## config.mk

```make
export PLATFORM = sky130hd
export DESIGN_NAME = mmd_clear
export DESIGN_NICKNAME = d
export VERILOG_FILES = /design/src/design/mmd_pkg.sv /design/src/design/mmd_clear.sv
export SDC_FILE = /design/constraint.sdc
export NUM_CORES = 1
export LEC_CHECK = 0
export ABC_AREA = 1
export BUFFER_PORTS_ARGS = -buffer_cell sky130_fd_sc_hd__clkbuf_2
export CAP_MARGIN = 20
export CORE_MARGIN = 2
export CORE_UTILIZATION = 55
export CTS_BUF_LIST = sky130_fd_sc_hd__clkbuf_8
export CTS_CLUSTER_DIAMETER = 30
export CTS_CLUSTER_SIZE = 8
export DETAILED_ROUTE_END_ITERATION = 7
export PLACE_DENSITY = 0.88
export RECOVER_POWER = 100
export SYNTH_ARGS = -nofsm -noshare
export SYNTH_HDL_FRONTEND = slang
export SYNTH_SLANG_ARGS = --single-unit
```

## constraint.sdc

```tcl
create_clock -name clk_i -period 1.9 [get_ports clk_i]
set_input_delay 0.38 -clock clk_i [delete_from_list [all_inputs] [get_ports clk_i]]
set_output_delay 0.38 -clock clk_i [all_outputs]
set_load 0.005 [all_outputs]
```

## src/design/mmd_pkg.sv

```systemverilog
// ----------------------------------------------------------------------------
// Mirrored memory map decoder package
// Shared sizes, window bases, status codes and decode/clear structures.
// ----------------------------------------------------------------------------
package mmd_pkg;

  // Store sizes in bytes.
  localparam int unsigned LOW_STORE_BYTES  = 16384;
  localparam int unsigned HIGH_STORE_BYTES = 16384;

  // Each store is split into four byte lanes; a row holds one byte per lane.
  localparam int unsigned BYTE_LANES = 4;
  localparam int unsigned LOW_ROWS   = (LOW_STORE_BYTES + BYTE_LANES - 1) / BYTE_LANES;
  localparam int unsigned HIGH_ROWS  = (HIGH_STORE_BYTES + BYTE_LANES - 1) / BYTE_LANES;
  localparam int unsigned LOW_AW     = (LOW_ROWS > 1) ? $clog2(LOW_ROWS) : 1;
  localparam int unsigned HIGH_AW    = (HIGH_ROWS > 1) ? $clog2(HIGH_ROWS) : 1;
  localparam int unsigned CLR_AW     = (LOW_AW > HIGH_AW) ? LOW_AW : HIGH_AW;
  localparam int unsigned MAX_ROWS   = (LOW_ROWS > HIGH_ROWS) ? LOW_ROWS : HIGH_ROWS;
  localparam int unsigned OFF_W      = CLR_AW + 2;

  // Window bases and I/O register addresses.
  localparam logic [31:0] LOW_CACHED_BASE    = 32'h8000_0000;
  localparam logic [31:0] LOW_UNCACHED_BASE  = 32'hC000_0000;
  localparam logic [31:0] HIGH_CACHED_BASE   = 32'h9000_0000;
  localparam logic [31:0] HIGH_UNCACHED_BASE = 32'hD000_0000;
  localparam logic [31:0] IO_COLOR_ADDR      = 32'h0D00_0000;
  localparam logic [31:0] IO_BUTTONS_ADDR    = 32'h0D00_0004;
  localparam logic [31:0] IO_FREQ_ADDR       = 32'h0D00_0008;

  // Status codes.
  localparam logic [1:0] ST_OK        = 2'd0;
  localparam logic [1:0] ST_PAST_END  = 2'd1;
  localparam logic [1:0] ST_UNMAPPED  = 2'd2;
  localparam logic [1:0] ST_READ_ONLY = 2'd3;

  typedef enum logic [2:0] {
    TGT_NONE,
    TGT_LOW,
    TGT_HIGH,
    TGT_COLOR,
    TGT_BUTTONS,
    TGT_FREQ
  } target_e;

  typedef struct packed {
    target_e            target;
    logic               past_end;
    logic [OFF_W-1:0]   offset;
  } dec_t;

  typedef struct packed {
    logic              active;
    logic              low_en;
    logic              high_en;
    logic [CLR_AW-1:0] row;
  } clr_t;

endpackage

```

## src/design/mmd_clear.sv

```systemverilog
// ----------------------------------------------------------------------------
// Store clearing sweep
// Walks every row of both stores once after reset, writing zero.
// ----------------------------------------------------------------------------
module mmd_clear (
  input  logic          clk_i,
  input  logic          rst_ni,
  output mmd_pkg::clr_t clr_o
);

  localparam logic [mmd_pkg::CLR_AW:0] LastCnt  = (mmd_pkg::CLR_AW + 1)'(mmd_pkg::MAX_ROWS);
  localparam logic [mmd_pkg::CLR_AW:0] LowRows  = (mmd_pkg::CLR_AW + 1)'(mmd_pkg::LOW_ROWS);
  localparam logic [mmd_pkg::CLR_AW:0] HighRows = (mmd_pkg::CLR_AW + 1)'(mmd_pkg::HIGH_ROWS);

  logic [mmd_pkg::CLR_AW:0] cnt_q, cnt_d;
  logic                     active;

  assign active = cnt_q != LastCnt;
  assign cnt_d  = active ? cnt_q + 1'b1 : cnt_q;

  always_ff @(posedge clk_i or negedge rst_ni) begin
    if (!rst_ni) begin
      cnt_q <= '0;
    end else begin
      cnt_q <= cnt_d;
    end
  end

  assign clr_o.active  = active;
  assign clr_o.low_en  = active && (cnt_q < LowRows);
  assign clr_o.high_en = active && (cnt_q < HighRows);
  assign clr_o.row     = cnt_q[mmd_pkg::CLR_AW-1:0];

endmodule

```

# Yosys cells after proc, flatten, opt, wreduce, memory -nomap -nowiden
# Cells that the tools add are included.
# totals
register_bits	13
inputBits	2
out_inout_bits	15
elab_cells	5
# classes
n_addsub	1
n_lt_le_gt_ge	1
n_eq_ne	1
n_reduce_logical	1
# ops
operator	n
13-bit by 1-bit adder with 13-bit output (second input constant)	1
13-bit < comparator (second input constant)	1
13-bit != test (second input constant)	1
1-bit logical AND	1

# Longest topological paths before layout
# logic_depth
ltp_word	2
ltp_mapped	7

# Least setup slack after synthesis
# OpenSTA, ideal clock, no wires.
# synth_path
path_type	register to output
startpoint	register cnt_q[0] (netlist name)
endpoint	output port clr_o[14] (netlist name)
t_arrival_ns	1.111
required_ns	1.520
setup_slack_ns	0.409
path_stages_with_launch	7
path_cell_list	dfrtp_1 > inv_1 > ha_1 > nand2_1 > nor3_1 > nand2_1 > buf_4
# synth_between
elab_chain_cells	1
# synth_rtl
item	line_no	source
start: declaration	mmd_clear.sv:15	logic [mmd_pkg::CLR_AW:0] cnt_q, cnt_d;
start signal: assignment	mmd_clear.sv:25	cnt_q <= cnt_d;
13-bit != test	mmd_clear.sv:18	assign active = cnt_q != LastCnt;
end: declaration	mmd_clear.sv:8	output mmd_pkg::clr_t clr_o
# No other way between the ends.

==> impl_results.md <==
* Ant diodes at 0
* Setup crit start: cnt_q[0]$_DFFE_PN0N_
* Number of port buffers at 16
* Layout net count at around 120
* Top-level I/O count at 17
* Total GRT Usage at 17.89%
* CTS Sinks at 13
* TritonCTS clock tree: yes
* Via count at between 600 and 700
* Synth unique cells at 18
* Slew headroom at a little over half
* Via density at 5.279
* Site row count at 14
* Setup_tns at 0 ns
* Final WS setup at around 0.14 ns
* DRT Pass-1 Iters at 4
* CP Class: reg2out
* Final HPWL DP at 1.167 mm
* Die area at between 0.0015 and 0.002 mm²
* Layout area overhead at 2.849%
* Max FFs per register at 13
* Setup Slack @ Placement at approximately 0.31 ns
* Slew @ Worst Pin at about 0.71 ns
* Ys async rst share at 100.0%
* Htree depth at 1
* Post-route ant nets at 0
* Largest net degree at the start of global routing at 14
* Reg2reg end: cnt_q[8]$_DFFE_PN0N_
* DR WL/cell at ~12 µm
* Leakage at between 0.4 and 0.5 nW
* Clk Latency, worst-skew pair at 0.25 ns
* Hold_ws at between 0.15 and 0.2 ns
* R2R cell count at 5
* Final setup viols at 0
* Crit path time final at ~1.8 ns
* Worst setup SP type: flip-flop
* Final Hold Fails at 0
* Status: finished clean
* CTS Buffer Depth at 2
* Cts hold-fix bufs at 0
* Num CTS Buffers at 3
* Synth cell count leaders: 31 x nand2_1, 14 x buf_4, 13 x dfrtp_1
* CTS root buf: clkbuf_8
* Crit path to: clr_o[14]
* DRC Markers at 0
* Share of layout cells above drive strength 1 at 18.58%
* Number of max-cap violations at 0
* Most frequent cell after synthesis: nand2_1
* R2r setup slk at ~0.46 ns
* Post-synth top area share at ~39%
* Largest Register: cnt_q
* Core ar. at approximately 0.0015 mm²
* DRT iter0 DRCs at 19
* Reg2Reg Launch Point: cnt_q[0]$_DFFE_PN0N_
* Ys Warns at 0
* Tcrit/Tclk final at between 90% and 100%
* Sequential area share after synthesis at roughly 39%
* Fin util at about three fifths
* Tot Pwr at roughly 540 µW
* Largest regs: cnt_q (13)
* Final wirelength at roughly 1.6 mm
* Seq cells post-synth at 13
* Peak Freq at approximately 0.57 GHz
* RSZ-0062 raised after global routing: false
* Post-synthesis cell count at around 110
* Top cells by area, synth: dfrtp_1 39%, nand2_1 14%, buf_4 13%, xor2_1 5.2%, nor2_1 4.5%
* Req. time, crit path at 1.52 ns
* Die Width at 42.96 µm
* Worst-path clk slew at roughly 0.06 ns
* Critical Path AT at between 1 and 1.5 ns
* Largest area contributor in the netlist: dfrtp_1
* Vias in the first global route at between 500 and 600
* Post_cts resized at 0
* Starting Density at between 50% and 60%
* Post-synth EDFFs at 0
* Mapped Nets at ~110
* Count of pins over their slew limit at 0
* Die Y at ~43 µm
* CP Max Fanout at 5
* Syn_area_per_cell at between 7 and 8 µm²
* Maximum VDD drop at between 0.0003 and 0.0004 V
* First-pass GRT wire length at ~2.4 mm
* # Post-CTS Setup Buffers at 0
* Gr ovfl total at 0
* Syn Std Cell Area at between 800 and 900 µm²
* Final Skew at roughly 0.00094 ns
* Top_reg_cell synth: dfrtp_1
* Pwr/cell area at approximately 620 mW/mm²
* Initial antenna violation count at 0
* CP endpoint kind: output port
* Worst min path class: in2async
* GP Congestion at between 0.8 and 0.9
[routing by layer]
metal | track usage, % | up-vias | wire length (µm)
li1 | - | 337 | -
met1 | 20.87 | 318 | 684
met2 | 30.00 | 21 | 755
met3 | 3.830 | 5 | 89
met4 | 10.30 | 0 | 29
met5 | 0 | - | 0
[layout make-up]
type                            count  area, µm²
Sequential cell                    13      325.3
Tap cell                           16      20.02
Multi-Input combinational cell     71      357.8
Fill cell                         133      613.1
Timing Repair Buffer               16      75.07
Clock inverter                      1      5.005
Clock buffer                        3      41.29
Inverter                            9      33.78
[layout by cell type (no fill, tap or decap), drive strengths merged]
cell and instances:
clkbuf 19, nand3b 1, clkinv 1, nand2 32, nor3 2, nand3 7
nand4 3, inv 9, ha 2, xnor2 2, a21oi 1, nor2 16
xor2 5, dfrtp 13
[worst min path at each step]
| stage | startpoint | end | slack (ns) | cells past startpoint |
|---|---|---|---|---|
| after global routing | rst_ni | cnt_q[9]$_DFFE_PN0N_ | 0.22 | 1 |
| after global placement | rst_ni | cnt_q[9]$_DFFE_PN0N_ | 0.29 | 1 |
| final | rst_ni | cnt_q[9]$_DFFE_PN0N_ | 0.15 | 1 |
| after detailed placement | rst_ni | cnt_q[9]$_DFFE_PN0N_ | 0.29 | 1 |
| after floorplan | rst_ni | cnt_q[0]$_DFFE_PN0N_ | 0.08 | 0 |
| after CTS | rst_ni | cnt_q[9]$_DFFE_PN0N_ | 0.03 | 1 |
[critical path: stages, from the launching register on]
cell and delay (ns):
dfrtp_1 0.42, inv_1 0.09, ha_1 0.16, nand2_1 0.07, nor3_2 0.19, nand2_1 0.08, clkbuf_2 0.11
[through the flow]
stage | instance area, µm² | cells
6_report | 858.3 | 129
5_1_grt | 858.3 | 129
4_1_cts | 875.8 | 129
3_5_place_dp | 829.5 | 125
3_3_place_gp | 829.5 | 125
2_1_floorplan | 834.6 | 107
[cells by family after synthesis]
| family | synth area share, % |
|---|---|
| AO/OA/AOI/OAI | 0.5991 |
| buffers and inverters | 16.64 |
| flip-flops | 38.98 |
| AND/OR/NAND/NOR | 33.43 |
| adder cells (fa/ha/maj) | 2.998 |
| XOR/XNOR | 7.346 |
[power by group]
part	internal [mW]	switching [mW]
logic	0.000418	0.00526
clock network	0.145	0.108
registers	0.277	0
(Power assumes the default switching activity.)
