$ cat config.mk
export PLATFORM = sky130hd
export DESIGN_NAME = mmd_decode
export DESIGN_NICKNAME = d
export VERILOG_FILES = /design/src/design/mmd_pkg.sv /design/src/design/mmd_decode.sv
export SDC_FILE = /design/constraint.sdc
export NUM_CORES = 1
export LEC_CHECK = 0
export BUFFER_PORTS_ARGS = -buffer_cell sky130_fd_sc_hd__buf_2
export CORE_AREA = 5 5 42 44
export DETAILED_ROUTE_END_ITERATION = 10
export DIE_AREA = 0 0 47 49
export PLACE_DENSITY = 0.86
export SLEW_MARGIN = 20
export SYNTH_ARGS = -nofsm -noshare
export SYNTH_HDL_FRONTEND = slang
export SYNTH_SLANG_ARGS = --single-unit
$ cat constraint.sdc
create_clock -name vclk -period 5.2
set_clock_uncertainty 0.15 [all_clocks]
set_input_delay 0.52 -clock vclk [all_inputs]
set_output_delay 0.52 -clock vclk [all_outputs]
set_load 0.05 [all_outputs]
$ cat src/design/mmd_pkg.sv
// ----------------------------------------------------------------------------
// Mirrored memory map decoder package
// Shared sizes, window bases, status codes and decode/clear structures.
// ----------------------------------------------------------------------------
package mmd_pkg;

  // Store sizes in bytes.
  localparam int unsigned LOW_STORE_BYTES  = 16384;
  localparam int unsigned HIGH_STORE_BYTES = 16384;

  // Each store is split into four byte lanes; a row holds one byte per lane.
  localparam int unsigned BYTE_LANES = 4;
  localparam int unsigned LOW_ROWS   = (LOW_STORE_BYTES + BYTE_LANES - 1) / BYTE_LANES;
  localparam int unsigned HIGH_ROWS  = (HIGH_STORE_BYTES + BYTE_LANES - 1) / BYTE_LANES;
  localparam int unsigned LOW_AW     = (LOW_ROWS > 1) ? $clog2(LOW_ROWS) : 1;
  localparam int unsigned HIGH_AW    = (HIGH_ROWS > 1) ? $clog2(HIGH_ROWS) : 1;
  localparam int unsigned CLR_AW     = (LOW_AW > HIGH_AW) ? LOW_AW : HIGH_AW;
  localparam int unsigned MAX_ROWS   = (LOW_ROWS > HIGH_ROWS) ? LOW_ROWS : HIGH_ROWS;
  localparam int unsigned OFF_W      = CLR_AW + 2;

  // Window bases and I/O register addresses.
  localparam logic [31:0] LOW_CACHED_BASE    = 32'h8000_0000;
  localparam logic [31:0] LOW_UNCACHED_BASE  = 32'hC000_0000;
  localparam logic [31:0] HIGH_CACHED_BASE   = 32'h9000_0000;
  localparam logic [31:0] HIGH_UNCACHED_BASE = 32'hD000_0000;
  localparam logic [31:0] IO_COLOR_ADDR      = 32'h0D00_0000;
  localparam logic [31:0] IO_BUTTONS_ADDR    = 32'h0D00_0004;
  localparam logic [31:0] IO_FREQ_ADDR       = 32'h0D00_0008;

  // Status codes.
  localparam logic [1:0] ST_OK        = 2'd0;
  localparam logic [1:0] ST_PAST_END  = 2'd1;
  localparam logic [1:0] ST_UNMAPPED  = 2'd2;
  localparam logic [1:0] ST_READ_ONLY = 2'd3;

  typedef enum logic [2:0] {
    TGT_NONE,
    TGT_LOW,
    TGT_HIGH,
    TGT_COLOR,
    TGT_BUTTONS,
    TGT_FREQ
  } target_e;

  typedef struct packed {
    target_e            target;
    logic               past_end;
    logic [OFF_W-1:0]   offset;
  } dec_t;

  typedef struct packed {
    logic              active;
    logic              low_en;
    logic              high_en;
    logic [CLR_AW-1:0] row;
  } clr_t;

endpackage

$ cat src/design/mmd_decode.sv
// ----------------------------------------------------------------------------
// Address decoder
// Maps a bus address onto a store window or an I/O register.
// ----------------------------------------------------------------------------
module mmd_decode (
  input  logic [31:0]  address_i,
  output mmd_pkg::dec_t dec_o
);

  logic [31:0] diff_lc, diff_lu, diff_hc, diff_hu;
  logic        hit_lc, hit_lu, hit_hc, hit_hu;
  logic [31:0] sel_diff;
  logic [31:0] low_last, high_last;

  assign diff_lc = address_i - mmd_pkg::LOW_CACHED_BASE;
  assign diff_lu = address_i - mmd_pkg::LOW_UNCACHED_BASE;
  assign diff_hc = address_i - mmd_pkg::HIGH_CACHED_BASE;
  assign diff_hu = address_i - mmd_pkg::HIGH_UNCACHED_BASE;

  // Addresses below a base wrap far above any store size.
  assign hit_lc = diff_lc < 32'(mmd_pkg::LOW_STORE_BYTES);
  assign hit_lu = diff_lu < 32'(mmd_pkg::LOW_STORE_BYTES);
  assign hit_hc = diff_hc < 32'(mmd_pkg::HIGH_STORE_BYTES);
  assign hit_hu = diff_hu < 32'(mmd_pkg::HIGH_STORE_BYTES);

  // First offset at which a word no longer fits.
  assign low_last  = 32'(mmd_pkg::LOW_STORE_BYTES - 3);
  assign high_last = 32'(mmd_pkg::HIGH_STORE_BYTES - 3);

  always_comb begin
    sel_diff       = '0;
    dec_o.target   = mmd_pkg::TGT_NONE;
    dec_o.past_end = 1'b0;
    if (hit_lc || hit_lu) begin
      sel_diff       = hit_lc ? diff_lc : diff_lu;
      dec_o.target   = mmd_pkg::TGT_LOW;
      dec_o.past_end = sel_diff >= low_last;
    end else if (hit_hc || hit_hu) begin
      sel_diff       = hit_hc ? diff_hc : diff_hu;
      dec_o.target   = mmd_pkg::TGT_HIGH;
      dec_o.past_end = sel_diff >= high_last;
    end else if (address_i == mmd_pkg::IO_COLOR_ADDR) begin
      dec_o.target = mmd_pkg::TGT_COLOR;
    end else if (address_i == mmd_pkg::IO_BUTTONS_ADDR) begin
      dec_o.target = mmd_pkg::TGT_BUTTONS;
    end else if (address_i == mmd_pkg::IO_FREQ_ADDR) begin
      dec_o.target = mmd_pkg::TGT_FREQ;
    end
    dec_o.offset = sel_diff[mmd_pkg::OFF_W-1:0];
  end

endmodule

Word-level counts from Yosys, hierarchy flattened
Index checks and enable logic that the tools add are counted.
{ "op_classes": {"n_addsub": 4, "multipliers": 0, "div": 0, "order_cmp": 6, "n_eq_ne": 3, "shifts": 0, "mux": 10, "bitwise": 0, "reduce_logical": 2} }
{ "op_table": {"columns": ["cell", "count"], "rows": [
  ["32-bit by 15-bit < comparator with 1-bit output (second input constant)", 4],
  ["32-bit subtractor (second input constant)", 4],
  ["32-bit by 28-bit == test with 1-bit output (second input constant)", 3],
  ["32-bit by 14-bit greater-or-equal comparator with 1-bit output (second input constant)", 2],
  ["32-bit two-way mux", 2],
  ["14-bit two-way mux", 2],
  ["3-bit two-way mux", 4],
  ["4-bit two-way mux", 1],
  ["1-bit logical OR", 2],
  ["1-bit two-way mux", 1]
]} }
{ "word_totals": {"reg_bits": 0, "latchBits": 0, "ram_bits": 0, "rom_bits": 0, "out_inout_bits": 18, "elab_cells": 25, "memories": 0} }

Longest topological paths before layout
{ "depth": {"depth_word": 6, "ltp_mapped": 6} }

Worst setup path before layout
OpenSTA, ideal clock, no wires.
{ "synth_path": {"path_kind": "input port to output port", "startpoint": "in address_i[29]", "endpoint": "out dec_o[17] (netlist bit)", "arrival_ns": 3.136, "required_time_ns": 4.530, "setup_slack_ns": 1.394, "cell_stages": 4, "cell_sequence": "or4_4 > nor3_2 > nand3_1 > nor4b_1"} }
{ "synth_rtl": {"columns": ["element", "line_no", "text"], "rows": [
  ["start, declared", "mmd_decode.sv:6", "input logic [31:0] address_i,"],
  ["end, declared", "mmd_decode.sv:7", "output mmd_pkg::dec_t dec_o"]
]} }

==> summary.md <==
| Metric | Value |
|---|---|
| Final Instance Area | between 700 and 800 sq um |
| Initial Util | a little under two fifths |
| CP most frequent cell | buf_2 |
| Post-Synth XOR/XNOR Area | ~1.7% |
| Worst setup SP type | input pin |
| Synth Instances | 58 |
| Die X | around 47 microns |
| Port bufs | 50 |
| Slowest-stage cell, CP | or4_4 |
| Clkbuf count | 0 |
| Wire per inst | 14.1 microns |
| Postcts setup bufs | 0 |
| Area taken by flip-flops and latches | 0 sq um |
| Yosys warning total | 0 |
| Post-route ant nets | 0 |
| Most instantiated cells after synthesis | a21boi_2 (9), ha_1 (5), nand4_1 (4) |
| Clk pwr share | 0% |
| Count leader, synth | a21boi_2 |
| Critical path class | input pin to output port |
| Sequential cells | 0 |
| CP cell instances | buf_2, or4_4, nor3_2, nand4_2, a21boi_0, buf_2 |
| VDD IR max | around 0.065 mV |
| Leading post-synthesis cells by cell area | a21boi_2 (20%), ha_1 (12%), or4_4 (6.5%), o41ai_4 (5.3%), nor4b_1 (5.1%) |
| Synthesized-area fraction occupied by adder cells | between 10% and 20% |
| Worst min path class | input pin to output port |
| Nets | 145 |
| Die area | between 2000 and 2500 sq um |
| I/O pin count | 50 |
| First-pass GRT wire length | 2700 microns |
| Logic pwr share | 100.0% |
| Compound-Gate Fraction of Synth Area | roughly 44% |
| Largest net degree at the start of global routing | 18 |
| Flop pwr share | 0% |
| Core area | about 1400 sq um |
| Net switching power | 50.4 uW |
| Mean Syn Cell Area | 8.95 sq um |
| Sw frac | approximately two thirds |
| GP Congestion | around 0.76 |
| DR DRC count | 0 |
| Worst Path Buf+Inv | 2 |
| Worst Max-Slew Pin Slew | between 800 and 900 ps |
| Number of global-route vias before repair | about 630 |
| Yosys top cell area share | between 10% and 20% |
| Hold buffer count at cts | 0 |
| Critical path's top delay family | simple AND/OR/NAND/NOR gates |
| Slew Limit Fails | 0 |
| Tcrit/Tclk final | between 60 and 70% |
| Routed vias/inst | 5.62 |
| Antenna Diode Count | 0 |
| Worst setup EP type | output port |
| CP max stage delay | about 570 ps |
| Total track usage | approximately 15% |
| Largest family of logic cells by synthesized area | compound AO/OA/AOI/OAI gates |
| Layout cells sized above 1 | between 60% and 70% |
| Final Hold Fails | 0 |
| Static Leak | ~0.40 nW |
| # rows | 14 |
| Power density cells | a little under 100 nW/um^2 |
| Number of detailed-route iterations in the first pass | 4 |
| # fillers | ~140 |
| Synth cell types | 28 |
| RSZ-0062 raised after global routing | false |
| Seq/Total Area, Yosys | 0% |
| Max Fclk | between 300 and 400 MHz |
| Simple-Gate Fraction of Synth Area | 35.4% |
| Minimum clock period | 3250 ps |
| DR vias | approximately 700 |
| Largest fanout on the critical path | 17 |
| Worst path required time | around 4500 ps |
| Slew HR | 43.5% |
| Post-synth top area cell | a21boi_2 |
| Initial antenna violation count | 0 |
| PostCTS Resize Cnt | 0 |
| Dpl hpwl | about 1500 microns |
| P_int | approximately 25 uW |
| Syn Nets | 95 |
| Dpl cell area | about 770 sq um |
| P&R area growth vs syn | 47.7% |
| Endpoints failing setup | 0 |
| Dpl ws | 1960 ps |
| Hold Worst Slack | 1310 ps |
| Setup TNS | 0 ps |
| Max Cap Viol | 0 |
| Crit path DAT | 2580 ps |
| Detailed Route Iter0 Violations | 10 |
| Gr ovfl total | 0 |
| Worst setup margin | a little under 2000 ps |
| Die Height | roughly 50 microns |
| Total wire length | about 1700 microns |
| Cell Area, Synth | ~520 sq um |
| Status | finished clean |
| Post-synthesis mux area share | 0% |
power by group through the flow:
| stage | Clock, mW | Combinational, mW | Sequential, mW |
|---|---|---|---|
| after floorplan | 0 | 0.0505 | 0 |
| after global placement | 0 | 0.0737 | 0 |
| after detailed placement | 0 | 0.0754 | 0 |
| after CTS | 0 | 0.0756 | 0 |
| after global routing | 0 | 0.0805 | 0 |
| final | 0 | 0.0755 | 0 |
per-layer routing:
layer	vias to the layer above	GRT usage, %	share of wire (%)
met1	330	17.8	38
li1	335	-	-
met4	0	0.922	0.41
met3	2	0	4.4
met2	19	28.3	57
met5	-	0	0
layout make-up:
type / instances / area [sq um] / area share [%]
Tap cell: 16 / 20.0 / 2.61
Inverter: 3 / 11.3 / 1.47
Timing Repair Buffer: 50 / 250 / 32.6
Multi-Input combinational cell: 53 / 485 / 63.3
path summary, 6_finish.rpt:
| check | startpoint | to | slack (ps) | cells past startpoint |
|---|---|---|---|---|
| worst max-delay path | address_i[29] | dec_o[4] | 1950 | 6 |
| worst min-delay path | address_i[2] | dec_o[15] | 1310 | 3 |
per-stage QoR:
| step | total power [mW] | util [%] | cells |
|---|---|---|---|
| CTS | 0.0756 | 54.7 | 122 |
| global route | 0.0805 | 54.7 | 122 |
| finish | 0.0755 | 54.7 | 122 |
| floorplan | 0.0505 | - | 58 |
| global placement | 0.0737 | 54.7 | 122 |
| detailed placement | 0.0754 | 54.7 | 122 |
cells by family (layout without fill, tap and decap cells):
kind of cell / count (synthesis) / in the layout
AOI/OAI and AO/OA: 22 / 22
xor gates and xnor gates: 1 / 1
adders and majority gates: 5 / 5
buffers and inverters: 5 / 53
and+or+nand+nor: 25 / 25
cell usage in the layout (no fill, tap or decap):
| master | n |
|---|---|
| nor3_2 | 1 |
| nand4_2 | 1 |
| nand4_1 | 4 |
| nor4b_1 | 3 |
| inv_1 | 3 |
| a21boi_0 | 3 |
| a21boi_1 | 2 |
| nor3_1 | 1 |
| a22o_1 | 1 |
| and4_1 | 1 |
| o41ai_2 | 1 |
| xnor2_1 | 1 |
| a21oi_1 | 1 |
| ha_1 | 5 |
| or3_1 | 1 |
| o41ai_4 | 1 |
| or4_4 | 3 |
| o2bb2ai_1 | 1 |
| o211ai_1 | 1 |
| a21boi_2 | 9 |
| buf_2 | 50 |
| nor4_1 | 2 |
| and3_1 | 2 |
| o21ai_1 | 1 |
| or4_1 | 2 |
| nor2_1 | 3 |
| nand3_1 | 1 |
| a22oi_2 | 1 |
Note: power is estimated with default switching activity, not from simulation.
